[config.mk]
export PLATFORM = sky130hd
export DESIGN_NAME = qcrm_cmd
export DESIGN_NICKNAME = d
export VERILOG_FILES = /design/src/design/qcrm_pkg.sv /design/src/design/qcrm_cmd.sv
export SDC_FILE = /design/constraint.sdc
export NUM_CORES = 1
export LEC_CHECK = 0
export BUFFER_PORTS_ARGS = -buffer_cell sky130_fd_sc_hd__buf_2
export CAP_MARGIN = 20
export CORE_ASPECT_RATIO = 0.8
export CORE_MARGIN = 3
export CORE_UTILIZATION = 47
export CTS_CLUSTER_SIZE = 10
export DETAILED_ROUTE_END_ITERATION = 6
export PLACE_DENSITY = 0.83
export SKIP_LAST_GASP = 1
export SYNTH_ARGS = -nofsm -noshare
export SYNTH_HDL_FRONTEND = slang
export SYNTH_SLANG_ARGS = --single-unit
[constraint.sdc]
create_clock -name i_clk -period 2.25 [get_ports i_clk]
set_input_delay 0.5625 -clock i_clk [delete_from_list [all_inputs] [get_ports i_clk]]
set_output_delay 0.5625 -clock i_clk [all_outputs]
set_load 0.01 [all_outputs]
[src/design/qcrm_pkg.sv]
// Shared constants, opcodes and types of the QSPI controller register model.
`timescale 1ns / 1ps

package qcrm_pkg;

    localparam int NUM_WORDS_DEF = 64;
    localparam int IDX_W         = 14;
    localparam int DATA_W        = 32;

    localparam logic [IDX_W-1:0] W_CONFIG       = 14'd0;
    localparam logic [IDX_W-1:0] W_SRAM_LEVEL   = 14'd11;
    localparam logic [IDX_W-1:0] W_IRQ_STATUS   = 14'd16;
    localparam logic [IDX_W-1:0] W_IRQ_MASK     = 14'd17;
    localparam logic [IDX_W-1:0] W_IND_RD       = 14'd24;
    localparam logic [IDX_W-1:0] W_IND_RD_BYTES = 14'd27;
    localparam logic [IDX_W-1:0] W_IND_WR       = 14'd28;
    localparam logic [IDX_W-1:0] W_CMD_CTRL     = 14'd36;
    localparam logic [IDX_W-1:0] W_CMD_RD_LO    = 14'd40;
    localparam logic [IDX_W-1:0] W_CMD_RD_HI    = 14'd41;
    localparam logic [IDX_W-1:0] W_CMD_WR_LO    = 14'd42;

    localparam logic [7:0] OP_READ_ID   = 8'h9F;
    localparam logic [7:0] OP_RD_STATUS = 8'h05;
    localparam logic [7:0] OP_RD_CONFIG = 8'h35;
    localparam logic [7:0] OP_WREN      = 8'h06;
    localparam logic [7:0] OP_WRDI      = 8'h04;
    localparam logic [7:0] OP_WRSR      = 8'h01;

    localparam int          BUF_W    = 24;
    localparam logic [23:0] ID_BYTES = 24'h1740C8;
    localparam logic [7:0]  WEL_MASK = 8'h02;

    localparam logic [DATA_W-1:0] IDLE_BIT      = 32'h8000_0000;
    localparam logic [DATA_W-1:0] LEVEL_RD_MASK = 32'h0000_ffff;
    localparam logic [8:0]        CHUNK_BYTES   = 9'd256;

    typedef struct packed {
        logic        go;
        logic [7:0]  op;
        logic        wr_en;
        logic        wr_cnt_nz;
        logic [15:0] wr_data;
    } t_cmd_req;

endpackage

[src/design/qcrm_cmd.sv]
// Flash command engine: emulated status and config bytes and the command read buffer.
`timescale 1ns / 1ps

module qcrm_cmd (
    input  logic                     i_clk,
    input  logic                     i_rst_n,
    input  qcrm_pkg::t_cmd_req       i_req,
    output logic [qcrm_pkg::BUF_W-1:0] o_rd_buf
);
    import qcrm_pkg::*;

    logic [7:0]       r_status;
    logic [7:0]       r_cfg_byte;
    logic [BUF_W-1:0] r_buf;
    logic [7:0]       n_status;
    logic [7:0]       n_cfg_byte;
    logic [BUF_W-1:0] n_buf;

    always_comb begin
        n_status   = r_status;
        n_cfg_byte = r_cfg_byte;
        n_buf      = r_buf;
        if (i_req.go) begin
            n_buf = '0;
            unique case (i_req.op)
                OP_READ_ID:   n_buf = ID_BYTES;
                OP_RD_STATUS: n_buf = {16'h0000, r_status};
                OP_RD_CONFIG: n_buf = {16'h0000, r_cfg_byte};
                OP_WREN:      n_status = r_status | WEL_MASK;
                OP_WRDI:      n_status = r_status & ~WEL_MASK;
                OP_WRSR: begin
                    if (i_req.wr_en && ((r_status & WEL_MASK) != 8'h00)) begin
                        n_status = i_req.wr_data[7:0];
                        if (i_req.wr_cnt_nz) begin
                            n_cfg_byte = i_req.wr_data[15:8];
                        end
                    end
                    n_status = n_status & ~WEL_MASK;
                end
                default: ;
            endcase
        end
    end

    always_ff @(posedge i_clk) begin
        if (!i_rst_n) begin
            r_status   <= '0;
            r_cfg_byte <= '0;
            r_buf      <= '0;
        end else begin
            r_status   <= n_status;
            r_cfg_byte <= n_cfg_byte;
            r_buf      <= n_buf;
        end
    end

    assign o_rd_buf = r_buf;

endmodule

Yosys cells after proc, flatten, opt, wreduce, memory -nomap -nowiden. Cells that the tools add are included.

Reductions and logical operators: 5. Mux-type cells: 3. Equality and inequality tests: 6. Bitwise gates (word level): 2.

Operators by type and width (count): 21-bit case mux with 3 select lines (1); 8-bit by 3-bit == test with 1-bit output, second input constant (3); 8-bit case mux with 3 select lines (1); 8-bit by 1-bit == test with 1-bit output, second input constant (1); 8-bit by 6-bit == test with 1-bit output, second input constant (1); 8-bit == test, second input constant (1); 8-bit two-way mux (1); 5-bit AND reduction (1); 4-bit AND reduction (1); 3-bit nonzero test (1); 1-bit NOT (2); 2-bit AND reduction (1); 1-bit logical AND (1).

Register bits: 40. Output and inout bits: 24. Word-level logic and storage cells: 20. Input bits: 29.

Longest topological paths before layout.
Word-level depth: 3. Mapped depth: 4. Gate-level depth less buffers: 3.

Least setup slack after synthesis. OpenSTA, ideal clock, no wires.

Path type: input-to-reg. From: input port i_req[23] in the netlist's numbering. To: register r_cfg_byte[0]. Stages on the path: 4. Buffers on the path: 1. Setup time: 72 ps. Data required time: 2178 ps. Arrival: 2059 ps. Slack: 119 ps. Path through: buf_2 -> or4b_4 -> nor4_4 -> mux2i_1.

Longest elaborated chain between the ends: 2.

Ends and longest elaborated chain: start, declared (RTL line qcrm_cmd.sv:7) `input qcrm_pkg::t_cmd_req i_req,`; 8-bit by 1-bit == test with 1-bit output (RTL line qcrm_cmd.sv:25) `unique case (i_req.op)`; 4-bit AND reduction (no source line); end signal, assigned (RTL line qcrm_cmd.sv:52) `r_cfg_byte <= n_cfg_byte;`; end, declared (RTL line qcrm_cmd.sv:13) `logic [7:0] r_cfg_byte;`.

No other way between the ends. A chain may end at the register's enable or synchronous reset.

Final worst setup path.
From: input port i_req[22] in the netlist's numbering. To: register r_cfg_byte[5].

Same word-level chain as after synthesis.

==> impl_results.md <==
* Status: finished, final reports clean
* Worst VDD drop at between 0.2 and 0.3 mV
* Final setup vio count at 0
* NumNets Final at 207
* Fillers at around 220
* Actual slew at the worst max-slew pin at 0.5600 ns
* R2R cell count at 4
* PwrDens at 467.2 nW/µm²
* Detail Route Antenna Nets at 0
* Via count at about 1100
* Final hold viol count at 0
* Logic pwr share at a little over a tenth
* Die Wd at 64.94 µm
* Critical R2R Capture: r_cfg_byte[5]
* Worst Path Max Fanout at 8
* Drt initial violations at 42
* CTS sink count at 25
* Die height at 53.16 µm
* Leak at about 0.00068 µW
* GRT Total Usage at 16.63%
* Kind of end point of the critical path: register
* Wire per inst at 12.82 µm
* I/O Pins at 53
* Root buffer cell: clkbuf_4
* Sequential area share after synthesis at 38.31%
* Clock power share at 27.3%
* Switching Fraction at approximately a quarter
* Warning count from the yosys run at 0
* WHS Endpoint: r_status[6]
* Placed inst area at between 1500 and 2000 µm²
* Seq cells post-synth at 25
* Critical path launch point type: primary input
* Psw at 172.3 µW
* Synth unique cells at 36
* GR Overflow Total at 0
* # rows at 16
* Pin count of the biggest net entering global routing at 32
* WS Path Type: primary input to register
* Sequential share of power at roughly three fifths
* RSZ-0062 raised after global routing: no
* Antenna cells at 0
* Final Max Tran Viols at 0
* Arr. time, crit path at 2.00 ns
* Port bufs at 40
* Internal at 542.6 µW
* Setup slack, reg-to-reg at 0.95 ns
* TritonRoute pass-1 iters at 4
* Final design utilization at roughly three fifths
* CTS buffer count at 3
* Fin Hold WS at approximately 0.47 ns
* CTS tree: done
* Min-Delay Path Class: register to register
* Hold_buf cts at 0
* Area growth, synth to finish at 17.15%
* Post-CTS Setup Inserts at 0
* Synth Cell Area at 1306 µm²
* Final Routed Wirelength at about 2700 µm
* Clk buf depth at 2
* Syn Inst Count at 140
* Residual DRC at 0
* Tcrit/Tclk final at 77.81%
* Starting density of the core at about half
* Max Clock Freq at 571.2 MHz
* Clock period minus worst slack at approximately 1.8 ns
* First-pass GRT wire length at 4471 µm
* Initial antenna violation count at 0
* Die footprint at roughly 3500 µm²
* Max-slew headroom at 62.59%
* Avg Inst Size Synth at 9.330 µm²
* Post-DP HPWL at 2058 µm
* Htree depth at 1
* Number of global-route vias before repair at around 1000
* Core area at 2542 µm²
* Min-Delay Startpoint: r_status[6]
* GP Congestion at 0.8080
* Fraction of layout instances using a drive strength above 1 at 31.07%
* Final Power at 715.0 µW
* Worst-Skew Late Latency at ~0.32 ns
* Clk slew on worst S/H paths at about 0.13 ns
* Critical Path RT at 2.50 ns
* Setup TNS at 0 ns
* Worst Skew at 0.006614 ns
* Via/cell ratio at 5.066
* Number of max-cap violations at 0
* Worst r2r src: r_status[1]
* Final Cell Area at 1530 µm²
* PostCTS Resize Cnt at 0
* Min-Delay Path Depth at 2
-- power by group through the flow --
stage          sequential (µW)  combinational (µW)  clock [µW]
2_1_floorplan              453                60.1           0
3_3_place_gp               453                73.7           0
3_5_place_dp               453                76.1           0
4_1_cts                    443                76.2         199
5_1_grt                    443                85.9         218
6_report                   443                77.1         195
-- logic make-up after synthesis --
logic type,Yosys count,share of synthesized area [%]
XOR/XNOR,2,1.341
AND/OR/NAND/NOR,60,27.39
other,1,0.2871
flip-flops,25,38.31
buffers and inverters,24,11.88
AO/OA/AOI/OAI,13,9.292
multiplexers,15,11.49
-- critical path, stage by stage --
cell and delay, ns:
buf_2 0.15, or4b_4 0.60, nor4_4 0.33, buf_12 0.18
mux2i_1 0.18
-- worst max-delay path by stage --
stage / from / to / slack (ns) / depth (start not counted)
global placement: i_req[22] / r_status[4] / 0.21 / 5
global route: i_req[22] / r_cfg_byte[5] / 0.46 / 5
detailed placement: i_req[22] / r_cfg_byte[0] / 0.16 / 5
floorplan: i_req[23] / r_cfg_byte[0] / 0.12 / 4
CTS: i_req[22] / r_cfg_byte[0] / 0.49 / 5
finish: i_req[22] / r_cfg_byte[5] / 0.50 / 5
-- cells in the mapped netlist --
library cell,count,area (µm²)
buf_4,15,112.6
buf_6,1,11.26
nand3_1,1,5.000
nand4bb_1,1,11.26
clkbuf_1,5,18.77
nor2b_1,2,12.51
o21a_1,1,7.510
xnor2_1,1,8.760
or2_2,1,6.260
o211a_1,1,10.01
and2_2,1,7.510
and2_1,5,31.28
inv_1,2,7.510
a211oi_1,1,7.510
nor4_1,1,6.260
conb_1,1,3.750
nor3_1,3,15.01
xor2_1,1,8.760
nor4_4,2,42.54
or4bb_1,1,11.26
nor3b_1,1,7.510
nor4_2,1,12.51
nand2_1,31,116.4
nand2b_1,1,6.260
a221o_1,7,70.07
a211o_1,1,8.760
mux2i_1,15,150.1
nor2_1,1,3.750
a22o_1,2,17.52
nand3b_1,2,15.01
nand4b_1,2,17.52
or4_1,1,7.510
or3b_2,1,8.760
or4b_4,1,13.76
dfxtp_1,25,500.5
buf_2,1,5.000
-- metrics by stage --
stage | cells | setup WS, ns
3_3_place_gp | 209 | 0.2079
3_5_place_dp | 209 | 0.1607
2_1_floorplan | 150 | 0.1190
6_report | 213 | 0.4994
4_1_cts | 213 | 0.4910
5_1_grt | 213 | 0.4646
-- state kept, by name (all words and copies together), names as in the netlist --
register / flops
o_rd_buf: 9
r_cfg_byte: 8
r_status: 8
-- cells in the final DEF, fill, tap and decap left out, drive strengths merged --
master,n
nand3,1
a22o,2
xor2,1
nor4,4
conb,11
or4bb,1
and2,6
or3b,1
nand3b,2
a211oi,1
mux2i,15
or4,1
inv,2
nand2,31
or2,1
nand4b,2
nor3b,1
dfxtp,25
o21a,1
nand4bb,1
a211o,1
clkbuf,4
buf,45
nand2b,1
nor2,1
a221o,7
nor2b,2
xnor2,1
o211a,1
or4b,1
nor3,3
-- per-layer routing --
layer / GRT usage [%] / share of wire [%] / up-vias
li1: - / - / 536
met1: 20.49 / 44 / 492
met2: 28.35 / 48 / 43
met3: 4.034 / 6.0 / 8
met4: 5.965 / 2.1 / 0
met5: 0 / 0 / -
-- cell type report --
cell class | instances | area (µm²) | area share [%]
inverter | 2 | 7.507 | 0.4906
tap | 36 | 45.04 | 2.944
clock buffer | 4 | 26.28 | 1.717
multi-input combinational | 101 | 688.2 | 44.97
sequential | 25 | 500.5 | 32.71
timing repair buffer | 45 | 262.8 | 17.17
(Power assumes the default switching activity.)
